File: src/hw/rtl/potts_pkg.sv
// ----------------------------------------------------------------------------
// potts_pkg
// Shared types and constants for the periodic / one-shot tick scheduler.
// ----------------------------------------------------------------------------
`default_nettype none

package potts_pkg;

  // default number of slots in the table
  localparam int SLOTS_DEFAULT = 8;

  // width of the time count used for wrap-around
  localparam int TICK_BITS = 32;

  localparam int DUE_W  = 8;
  localparam int IDX_W  = 3;
  localparam int TIME_W = 32;

  // mask that reduces a 32-bit difference modulo 2^TICK_BITS
  localparam logic [TIME_W-1:0] TIME_MASK = (TICK_BITS >= TIME_W) ? {TIME_W{1'b1}} :
      TIME_W'((64'd1 << TICK_BITS) - 64'd1);

  typedef enum logic [1:0] {
    OP_ATTACH = 2'd0,
    OP_TICK   = 2'd1,
    OP_SET    = 2'd2
  } op_t;

  // command token walking along the cell row
  typedef struct packed {
    logic              valid;
    op_t               op;
    logic [TIME_W-1:0] ival;
    logic              shot;
    logic [TIME_W-1:0] now;
    logic [DUE_W-1:0]  due;
  } tok_t;

  // one result item
  typedef struct packed {
    logic [DUE_W-1:0] due;
    logic [IDX_W-1:0] idx;
    logic             err;
  } res_t;

endpackage

`default_nettype wire

File: src/hw/rtl/potts_req_if.sv
// ----------------------------------------------------------------------------
// potts_req_if
// Request channel: operation item with valid / ready handshake.
// ----------------------------------------------------------------------------
`default_nettype none

interface potts_req_if;
  logic        valid;
  logic        ready;
  logic [1:0]  operation;
  logic [31:0] interval;
  logic        one_shot;
  logic [2:0]  slot_select;
  logic [31:0] tick_time;

  modport source (output valid, operation, interval, one_shot, slot_select, tick_time,
                  input ready);
  modport sink   (input valid, operation, interval, one_shot, slot_select, tick_time,
                  output ready);
endinterface

`default_nettype wire

File: src/hw/rtl/potts_rsp_if.sv
// ----------------------------------------------------------------------------
// potts_rsp_if
// Response channel: result item with valid / ready handshake.
// ----------------------------------------------------------------------------
`default_nettype none

interface potts_rsp_if;
  logic       valid;
  logic       ready;
  logic [7:0] due_mask;
  logic [2:0] slot_index;
  logic       error;

  modport source (output valid, due_mask, slot_index, error, input ready);
  modport sink   (input valid, due_mask, slot_index, error, output ready);
endinterface

`default_nettype wire

File: src/hw/rtl/potts_cell.sv
// ----------------------------------------------------------------------------
// potts_cell
// One timer slot: holds its state and acts on the token passing through.
// ----------------------------------------------------------------------------
`default_nettype none

module potts_cell
  import potts_pkg::*;
#(
  parameter int IDX = 0
) (
  input  wire logic clk,
  input  wire logic rst,
  input  wire tok_t tok_in,
  input  wire logic used,
  input  wire logic hit,
  output tok_t      tok_out
);

  localparam logic [IDX_W-1:0] DUE_BIT = IDX_W'(IDX % DUE_W);

  logic [TIME_W-1:0] interval;
  logic [TIME_W-1:0] last_fire;
  logic [TIME_W-1:0] seen_time;
  logic              one_shot;
  logic              fired_once;

  logic [TIME_W-1:0] diff;
  logic              every_tick;
  logic              qualify;
  logic              fire;
  tok_t              tok_next;

  always_comb begin
    diff       = (tok_in.now - last_fire) & TIME_MASK;
    every_tick = (interval == TIME_W'(1));
    qualify    = tok_in.valid && (tok_in.op == OP_TICK) && used &&
                 (every_tick || (diff == interval));
    fire       = qualify && (!one_shot || !fired_once);
    tok_next   = tok_in;
    if (fire && (IDX < DUE_W)) begin
      tok_next.due[DUE_BIT] = 1'b1;
    end
  end

  always_ff @(posedge clk) begin
    // token payload and slot state
    tok_out.op   <= tok_next.op;
    tok_out.ival <= tok_next.ival;
    tok_out.shot <= tok_next.shot;
    tok_out.now  <= tok_next.now;
    tok_out.due  <= tok_next.due;
    if (tok_in.valid && hit && (tok_in.op == OP_ATTACH)) begin
      interval  <= tok_in.ival;
      last_fire <= '0;
      one_shot  <= tok_in.shot;
    end else if (tok_in.valid && hit && (tok_in.op == OP_SET)) begin
      interval  <= tok_in.ival;
      last_fire <= seen_time;
    end else if (qualify && !every_tick) begin
      last_fire <= tok_in.now;
    end
    // control-like bits: cleared at reset
    if (rst) begin
      tok_out.valid <= 1'b0;
      seen_time     <= '0;
      fired_once    <= 1'b0;
    end else begin
      tok_out.valid <= tok_next.valid;
      if (tok_in.valid && (tok_in.op == OP_TICK) && used && !every_tick) begin
        seen_time <= tok_in.now;
      end
      if (qualify && one_shot) begin
        fired_once <= 1'b1;
      end
      if (tok_in.valid && hit && (tok_in.op == OP_ATTACH)) begin
        fired_once <= 1'b0;
      end
    end
  end

endmodule

`default_nettype wire

File: src/hw/rtl/periodic_oneshot_task_tick_scheduler.sv
// ----------------------------------------------------------------------------
// periodic_oneshot_task_tick_scheduler
// Slot table of periodic and one-shot task timers built as a row of cells.
// ----------------------------------------------------------------------------
// usage
//   req: one item per transfer; operation picks attach, tick or set interval
//   rsp: exactly one result per request (due mask, slot index, error flag)
//   each slot lives in its own cell; a command token enters cell 0 and moves
//   one cell per cycle, every cell acting on it as it passes
//   path: entry register tok[0], each cell's register, then the output register
//   a new request is taken only once the token has left the row;
//   req.ready stays low while a token is on the row
//   a finished result sits in the output register; a second one can park in
//   a skid register, so a stalled receiver blocks new requests only once
//   both are full
//   reset: empties the table (slot count zero), clears seen times and
//   fired flags, drops any token and any pending result
//   unknown operation codes pass the row without effect and answer zeros
// ----------------------------------------------------------------------------
`default_nettype none

module periodic_oneshot_task_tick_scheduler
  import potts_pkg::*;
#(
  parameter int SLOTS = SLOTS_DEFAULT
) (
  input  wire logic     clk,
  input  wire logic     rst,
  potts_req_if.sink     req,
  potts_rsp_if.source   rsp
);

  localparam int CNT_W = $clog2(SLOTS + 1);

  // token stages: tok[i] feeds cell i, tok[SLOTS] leaves the row
  tok_t tok [SLOTS+1];

  logic [CNT_W-1:0] slots_used;
  logic [SLOTS-1:0] hit;        // per-cell target of attach / set interval
  logic [SLOTS-1:0] hit_next;
  logic [SLOTS-1:0] used;
  logic             busy;
  logic [IDX_W-1:0] idx_q;
  logic             err_q;
  logic [IDX_W-1:0] idx_next;
  logic             err_next;
  logic             table_full;
  logic             sel_ok;

  res_t out_q;
  logic out_valid;
  res_t skid_q;
  logic skid_valid;
  res_t row_res;
  logic row_done;
  logic req_fire;
  logic rsp_fire;

  assign req.ready = !busy && !skid_valid;
  assign req_fire  = req.valid && req.ready;
  assign rsp_fire  = rsp.valid && rsp.ready;

  assign table_full = (slots_used == CNT_W'(SLOTS));
  assign sel_ok     = (int'(req.slot_select) < int'(slots_used));

  // decode the request into per-cell strobes and the answer fields
  always_comb begin
    hit_next = '0;
    idx_next = '0;
    err_next = 1'b0;
    unique case (req.operation)
      OP_ATTACH: begin
        if (table_full) begin
          err_next = 1'b1;
        end else begin
          idx_next = IDX_W'(slots_used);
          for (int i = 0; i < SLOTS; i++) begin
            hit_next[i] = (int'(slots_used) == i);
          end
        end
      end
      OP_SET: begin
        if (!sel_ok) begin
          err_next = 1'b1;
        end else begin
          for (int i = 0; i < SLOTS; i++) begin
            hit_next[i] = (int'(req.slot_select) == i);
          end
        end
      end
      default: begin
      end
    endcase
  end

  // occupancy seen by a tick walking the row
  always_comb begin
    for (int i = 0; i < SLOTS; i++) begin
      used[i] = (i < int'(slots_used));
    end
  end

  // token entry and table count
  always_ff @(posedge clk) begin
    if (req_fire) begin
      // unknown codes enter as an attach that hits no cell
      tok[0].op <= (req.operation == OP_TICK) ? OP_TICK :
                   (req.operation == OP_SET)  ? OP_SET  : OP_ATTACH;
      tok[0].ival <= req.interval;
      tok[0].shot <= req.one_shot;
      tok[0].now  <= req.tick_time;
      tok[0].due  <= '0;
      hit         <= hit_next;
      idx_q       <= idx_next;
      err_q       <= err_next;
    end
    if (rst) begin
      tok[0].valid <= 1'b0;
      slots_used   <= '0;
      busy         <= 1'b0;
    end else begin
      tok[0].valid <= req_fire;
      if (req_fire) begin
        busy <= 1'b1;
      end else if (row_done) begin
        busy <= 1'b0;
      end
      if (req_fire && (req.operation == OP_ATTACH) && !table_full) begin
        slots_used <= slots_used + CNT_W'(1);
      end
    end
  end

  // row of slot cells
  for (genvar g = 0; g < SLOTS; g++) begin : g_cell
    potts_cell #(
      .IDX (g)
    ) u_cell (
      .clk     (clk),
      .rst     (rst),
      .tok_in  (tok[g]),
      .used    (used[g]),
      .hit     (hit[g]),
      .tok_out (tok[g+1])
    );
  end

  assign row_done    = tok[SLOTS].valid;
  assign row_res.due = tok[SLOTS].due;
  assign row_res.idx = idx_q;
  assign row_res.err = err_q;

  // output register plus skid register
  always_ff @(posedge clk) begin
    if (rst) begin
      out_valid  <= 1'b0;
      skid_valid <= 1'b0;
    end else begin
      if (row_done) begin
        if (!out_valid || rsp_fire) begin
          out_valid <= 1'b1;
        end else begin
          skid_valid <= 1'b1;
        end
      end else if (rsp_fire) begin
        out_valid  <= skid_valid;
        skid_valid <= 1'b0;
      end
    end
  end

  always_ff @(posedge clk) begin
    if (row_done) begin
      if (!out_valid || rsp_fire) begin
        out_q <= row_res;
      end else begin
        skid_q <= row_res;
      end
    end else if (rsp_fire && skid_valid) begin
      out_q <= skid_q;
    end
  end

  assign rsp.valid      = out_valid;
  assign rsp.due_mask   = out_q.due;
  assign rsp.slot_index = out_q.idx;
  assign rsp.error      = out_q.err;

endmodule

`default_nettype wire

File: src/flat_wrapper.sv
// flat-port wrapper written by rule: the top's interface ports become plain ports
module periodic_oneshot_task_tick_scheduler_flat import potts_pkg::*;
#(
  parameter int SLOTS = SLOTS_DEFAULT
)
  (clk, rst, req_valid, req_operation, req_interval, req_one_shot, req_slot_select, req_tick_time, req_ready, rsp_valid, rsp_due_mask, rsp_slot_index, rsp_error, rsp_ready);
  potts_req_if req_i ();
  potts_rsp_if rsp_i ();
  input  wire logic clk;
  input  wire logic rst;
  input wire logic [$bits(req_i.valid)-1:0] req_valid;
  input wire logic [$bits(req_i.operation)-1:0] req_operation;
  input wire logic [$bits(req_i.interval)-1:0] req_interval;
  input wire logic [$bits(req_i.one_shot)-1:0] req_one_shot;
  input wire logic [$bits(req_i.slot_select)-1:0] req_slot_select;
  input wire logic [$bits(req_i.tick_time)-1:0] req_tick_time;
  output wire logic [$bits(req_i.ready)-1:0] req_ready;
  output wire logic [$bits(rsp_i.valid)-1:0] rsp_valid;
  output wire logic [$bits(rsp_i.due_mask)-1:0] rsp_due_mask;
  output wire logic [$bits(rsp_i.slot_index)-1:0] rsp_slot_index;
  output wire logic [$bits(rsp_i.error)-1:0] rsp_error;
  input wire logic [$bits(rsp_i.ready)-1:0] rsp_ready;
  assign req_i.valid = req_valid;
  assign req_i.operation = req_operation;
  assign req_i.interval = req_interval;
  assign req_i.one_shot = req_one_shot;
  assign req_i.slot_select = req_slot_select;
  assign req_i.tick_time = req_tick_time;
  assign req_ready = req_i.ready;
  assign rsp_valid = rsp_i.valid;
  assign rsp_due_mask = rsp_i.due_mask;
  assign rsp_slot_index = rsp_i.slot_index;
  assign rsp_error = rsp_i.error;
  assign rsp_i.ready = rsp_ready;
  periodic_oneshot_task_tick_scheduler #(.SLOTS(SLOTS)) u_core (.clk(clk), .rst(rst), .req(req_i), .rsp(rsp_i));
endmodule
File: config.mk
export PLATFORM = sky130hd
export DESIGN_NAME = periodic_oneshot_task_tick_scheduler_flat
export DESIGN_NICKNAME = d
export VERILOG_FILES = /design/src/hw/rtl/potts_pkg.sv /design/src/hw/rtl/potts_req_if.sv /design/src/hw/rtl/potts_rsp_if.sv /design/src/hw/rtl/potts_cell.sv /design/src/hw/rtl/periodic_oneshot_task_tick_scheduler.sv /design/src/flat_wrapper.sv
export SDC_FILE = /design/constraint.sdc
export NUM_CORES = 2
export LEC_CHECK = 0
export ABC_CLOCK_PERIOD_IN_PS = 4770
export BUFFER_PORTS_ARGS = -buffer_cell sky130_fd_sc_hd__buf_2
export CORE_ASPECT_RATIO = 2
export CORE_UTILIZATION = 58
export DETAILED_ROUTE_END_ITERATION = 7
export PLACE_DENSITY = 0.76
export REMOVE_ABC_BUFFERS = 1
export SLEW_MARGIN = 15
export SYNTH_ARGS = -nofsm -noshare
export SYNTH_HDL_FRONTEND = slang
export SYNTH_SLANG_ARGS = --single-unit
File: constraint.sdc
create_clock -name clk -period 4.77 [get_ports clk]
set_input_delay 0.2385 -clock clk [delete_from_list [all_inputs] [get_ports clk]]
set_output_delay 0.2385 -clock clk [all_outputs]
set_load 0.01 [all_outputs]
==> results of run 1 <==
-- per-stage QoR --
step / setup TNS [ns] / area (µm²) / worst slack, ns / hold slack, ns
after global placement: -8.15 / 68800 / -0.286 / 0.310
after CTS: 0 / 73800 / 0.0694 / 0.150
after detailed placement: -7.46 / 68800 / -0.272 / 0.312
after floorplan: -0.321 / 63900 / -0.0389 / 0.308
-- Yosys cell counts (45+ instances only) --
cell,n
inv_1,316
clkbuf_1,303
or2_2,45
or3_1,63
or3b_2,84
ha_1,254
a211oi_1,58
dfxtp_1,1041
nor2_1,263
o211ai_1,59
nand4_1,126
mux2i_1,68
a21oi_1,551
nand2_1,956
nand3_1,751
o21ai_0,205
xor2_1,145
edfxtp_1,367
or3b_1,99
nor3_1,93
xnor2_1,193
a21o_1,67
o21a_1,52
nor4_1,89
-- kinds of logic after synthesis --
kind of cell	after synthesis	synth area share, %
xor gates and xnor gates	338	4.52
buffers and inverters	689	4.14
muxes	92	1.45
DFF	1408	48.7
adders and majority gates	262	5.10
and+or+nand+nor	2843	22.1
AOI/OAI and AO/OA	1419	14.0
-- timing repair --
action                                 in CTS
setup endpoints to repair                  32
endpoints found under the hold margin     137
gates resized for setup                     3
hold buffers                               78
-- metal layers --
metal	overflow	GRT usage, %
met3	2	22.0
met2	30	87.9
met4	29	66.8
met1	0	44.5
met5	0	0.390
==> metrics.md, run 1 <==
| Metric | Value |
|---|---|
| Status | `stopped before the end` |
| Failed at | `global routing (5_1_grt)` |
| Error message | `[ERROR GRT-0116] Global routing finished with congestion. Check the congestion regions in the DRC Viewer.` |
| Maximum root-to-sink buffer count | `3` |
| Number of global-route vias before repair | `64,400` |
| DP Wirelength | `206,000 µm` |
| Mapped cell area | `65,500 µm²` |
| Starting density of the core | `58.4%` |
| Seq/Total Area, Yosys | `48.7%` |
| Largest area contributor in the netlist | `dfxtp_1` |
| Horiz. Die Dim | `240 µm` |
| Synth Flop Type | `dfxtp_1` |
| # H-tree levels | `3` |
| Largest net degree at the start of global routing | `97` |
| Distinct cells, synth | `101` |
| Placer congestion estimate | `1.12` |
| Overflow after GRT | `61` |
| Total GRT Usage | `54.0%` |
| Top cell type's share of synthesized area | `31.8%` |
| Postcts setup bufs | `0` |
| First-pass GRT wire length | `444,000 µm` |
| Num CTS Buffers | `114` |
| Row cnt | `174` |
| I/O pin count | `88` |
| Synthesized flop and latch total | `1,408` |
| Main area contributors after synthesis | `dfxtp_1 (32%), edfxtp_1 (17%), nand3_1 (5.7%), nand2_1 (5.5%), ha_1 (4.9%)` |
| Fraction of registers with async set/reset | `0%` |
| EDFF count, synth | `367` |
| Sink Count | `1,408` |
| Inst Count DP | `8,567` |
| Port buffer count | `87` |
| Synth warn | `0` |
| Die Ht | `477 µm` |
| Syn Inst Count | `7,051` |
| Mean area per synthesized cell | `9.29 µm²` |
| Root Buffer | `clkbuf_16` |
==> run 2: changes to the inputs <==
Settings changed: CORE_ASPECT_RATIO 2 to not set, CORE_UTILIZATION 58 to 40, PLACE_DENSITY 0.76 to not set, PLACE_DENSITY_LB_ADDON set to 0.15.
==> metrics.md, run 2 <==
| Metric | Value |
|---|---|
| Status | `completed` |
| RR Endpoint | `u_core.g_cell[5].u_cell.last_fire[7]` |
| Horiz. Die Dim | `407 µm (+70%)` |
| Largest area contributor in the netlist | `dfxtp_1` |
| Nets | `7,491` |
| EDFF count, synth | `367 (unchanged)` |
| Post-route minimum period | `4.62 ns` |
| Critical-path cell list | `ha_1 -> a21oi_1 -> a2bb2oi_1 -> o211ai_1 -> a2111oi_0 -> o2111ai_1 -> or4_1 -> nor4_2 -> nand4_1 -> buf_4 -> or3b_2 -> nand3_1` |
| Synth warn | `0 (unchanged)` |
| Placer congestion estimate | `0.957 (-14%)` |
| Fraction of registers with async set/reset | `0% (unchanged)` |
| Fin. max-slew vios | `0` |
| DP Wirelength | `171,000 µm (-17%)` |
| Num CTS Buffers | `152 (+33%)` |
| Seq/Total Area, Yosys | `48.7% (unchanged)` |
| Max frequency | `0.216 GHz` |
| Port buffer count | `87 (unchanged)` |
| Initial antenna violation count | `12` |
| Max incr delay on CP | `0.63 ns` |
| Main area contributors after synthesis | `dfxtp_1 (32%), edfxtp_1 (17%), nand3_1 (5.7%), nand2_1 (5.5%), ha_1 (4.9%)` |
| Max reg flops | `513` |
| Worst path slowest cell | `dfxtp_1` |
| Mapped cell area | `65,500 µm² (unchanged)` |
| Postcts setup bufs | `0 (unchanged)` |
| Root Buffer | `clkbuf_16` |
| Setup WS pre-CTS | `-0.253 ns (+0.0194 ns)` |
| Top cell type's share of synthesized area | `31.8% (unchanged)` |
| CTS tree | `yes` |
| Mean area per synthesized cell | `9.29 µm² (unchanged)` |
| Worst Reg2Reg Path Length in Cells | `12` |
| Area delta synth->final | `13.6%` |
| HP Start | `req_tick_time[15]` |
| Distinct cells, synth | `101 (unchanged)` |
| Worst Setup Start Kind | `flop` |
| Fin crit share | `96.9%` |
| Max cap viols | `0` |
| WP data arrival | `5.35 ns` |
| Top-count cell post-synth | `dfxtp_1` |
| I/O pin count | `88 (unchanged)` |
| Clk Latency, worst-skew pair | `0.81 ns` |
| RSZ-0062 raised after global routing | `false` |
| DRT iter0 DRCs | `4,505` |
| Core area | `163,000 µm²` |
| Maximum root-to-sink buffer count | `3 (unchanged)` |
| Critical Path RT | `5.49 ns` |
| Hold Vio Cnt, Final | `0` |
| Per-cell routed wire length | `23.5 µm` |
| Final setup vio count | `0` |
| Total GRT Usage | `26.4%` |
| Fillers | `15,800` |
| Multi-input logic area | `30,900 µm²` |
| Hold Crit Depth | `2` |
| DRC Markers | `0` |
| Overflow after GRT | `0` |
| Commonest cells in the netlist | `dfxtp_1 (1,041), nand2_1 (956), nand3_1 (751)` |
| Row cnt | `148 (-15%)` |
| Largest net degree at the start of global routing | `79` |
| Vias | `53,300` |
| Register area | `31,900 µm²` |
| Sink Count | `1,408 (unchanged)` |
| Synth Flop Type | `dfxtp_1` |
| WS Path Type | `reg -> reg` |
| Worst hold path class | `in -> reg` |
| Syn Inst Count | `7,051 (unchanged)` |
| Drt pass-1 iters | `6` |
| Slew margin rel. | `25.3%` |
| Starting density of the core | `40.3% (-18 points)` |
| Clock transition at the registers of the reported paths | `0.06 ns` |
| Commonest non-fill, non-tap cell in the layout | `dfxtp_1` |
| Largest Register | `u_core.g_cell.u_cell.tok_out` |
| Worst setup EP type | `flop` |
| Drt total wl | `222,000 µm` |
| Die Area | `165,000 µm²` |
| Number of global-route vias before repair | `50,600` |
| Final ANT Viol Nets | `0` |
| Vias/cell | `5.63` |
| Worst Tran Pin Value | `1.12 ns` |
| R2r startpoint | `u_core.g_cell[4].u_cell.tok_out[16]` |
| # H-tree levels | `4 (+1)` |
| Worst setup margin | `0.146 ns` |
| WHS Endpoint | `u_core.tok[631]` |
| Setup_tns | `0 ns` |
| First-pass GRT wire length | `329,000 µm` |
| R2R setup slack | `0.15 ns` |
| Largest fanout on the critical path | `64` |
| Most frequent cells in the layout | `dfxtp_1 (1,041), nand2_1 (956), nand3_1 (751)` |
| Synthesized flop and latch total | `1,408 (unchanged)` |
| Share of layout cells above drive strength 1 | `9.65%` |
| Die Ht | `407 µm (-15%)` |
| Pwr/cell area | `369 nW/µm²` |
| Skew final | `0.0363 ns` |
| Max VDD drop | `0.398 mV` |
| Leak | `27.1 nW` |
run 2: cell counts after synthesis:
Identical to the previous run, type by type.
run 2: worst max-delay path, delay by kind of cell (launching register included):
| kind | cells | cell delay, ns |
|---|---|---|
| buf+inv | 1 | 0.32 |
| compound gates | 5 | 1.50 |
| fa+ha+maj | 1 | 0.42 |
| simple gates | 5 | 1.63 |
| flops | 1 | 0.63 |
run 2: what timing repair did:
item	in CTS	in global routing
endpoints found under the setup margin	31	75
hold buffers	76	0
endpoints found under the hold margin	131	0
resized for setup	2	5
pin swaps	0	0
run 2: per-stage QoR:
stage | utilization [%] | power [W] | std cells | hold slack (ns) | cell area, µm²
after global routing | 45.7 | 0.0284 | 9458 | 0.118 | 74400
after global placement | 42.1 | 0.0155 | 9100 | 0.310 | 68400
final | 45.7 | 0.0274 | 9465 | 0.147 | 74400
after floorplan | - | 0.0144 | 6678 | 0.308 | 63900
after detailed placement | 42.1 | 0.0155 | 9100 | 0.312 | 68400
after CTS | 45.7 | 0.0277 | 9458 | 0.0928 | 74300
run 2: layer usage:
layer	vias up	GRT usage (%)	share of wire (%)
met1	26000	34.9	44
met5	-	0	0
met2	1399	43.8	47
met4	0	9.85	3.8
met3	321	3.28	4.5
li1	25600	-	-
run 2: kinds of logic after synthesis:
family                     after synthesis  share of synthesized area (%)
and+or+nand+nor                       2843                           22.1
AOI/OAI and AO/OA                     1419                           14.0
DFF                                   1408                           48.7
buffers and inverters                  689                           4.14
xor gates and xnor gates               338                           4.52
adders and majority gates              262                           5.10
muxes                                   92                           1.45
run 2: power by group:
| group | internal (W) | switching (W) | leakage [nW] |
|---|---|---|---|
| Clock | 0.00694 | 0.00512 | 2.51 |
| Combinational | 0.000861 | 0.00151 | 12.7 |
| Sequential | 0.0126 | 0.000408 | 11.9 |
run 2: layout make-up:
class	count	share of cell area, %
multi-input combinational	4954	41.6
clock inverter	74	1.17
inverter	316	1.60
clock buffer	208	5.77
sequential	1408	42.8
antenna	7	0.0236
timing repair buffer	323	3.34
tap	2175	3.66
run 2: worst max-delay path by stage:
stage | startpoint | endpoint | slack (ns)
5_1_grt | u_core.g_cell[1].u_cell.tok_out[18] | u_core.g_cell[2].u_cell.last_fire[6] | 0.01
4_1_cts | u_core.g_cell[2].u_cell.tok_out[27] | u_core.g_cell[3].u_cell.last_fire[3] | 0.04
6_report | u_core.g_cell[4].u_cell.tok_out[16] | u_core.g_cell[5].u_cell.last_fire[7] | 0.15
3_5_place_dp | u_core.g_cell[5].u_cell.tok_out[8] | u_core.g_cell[6].u_cell.last_fire[0] | -0.25
2_1_floorplan | u_core.g_cell[1].u_cell.tok_out[8] | u_core.g_cell[2].u_cell.last_fire[2] | -0.04
3_3_place_gp | u_core.g_cell[5].u_cell.tok_out[8] | u_core.g_cell[6].u_cell.last_fire[0] | -0.15
Power figures use the tool's default switching activity.
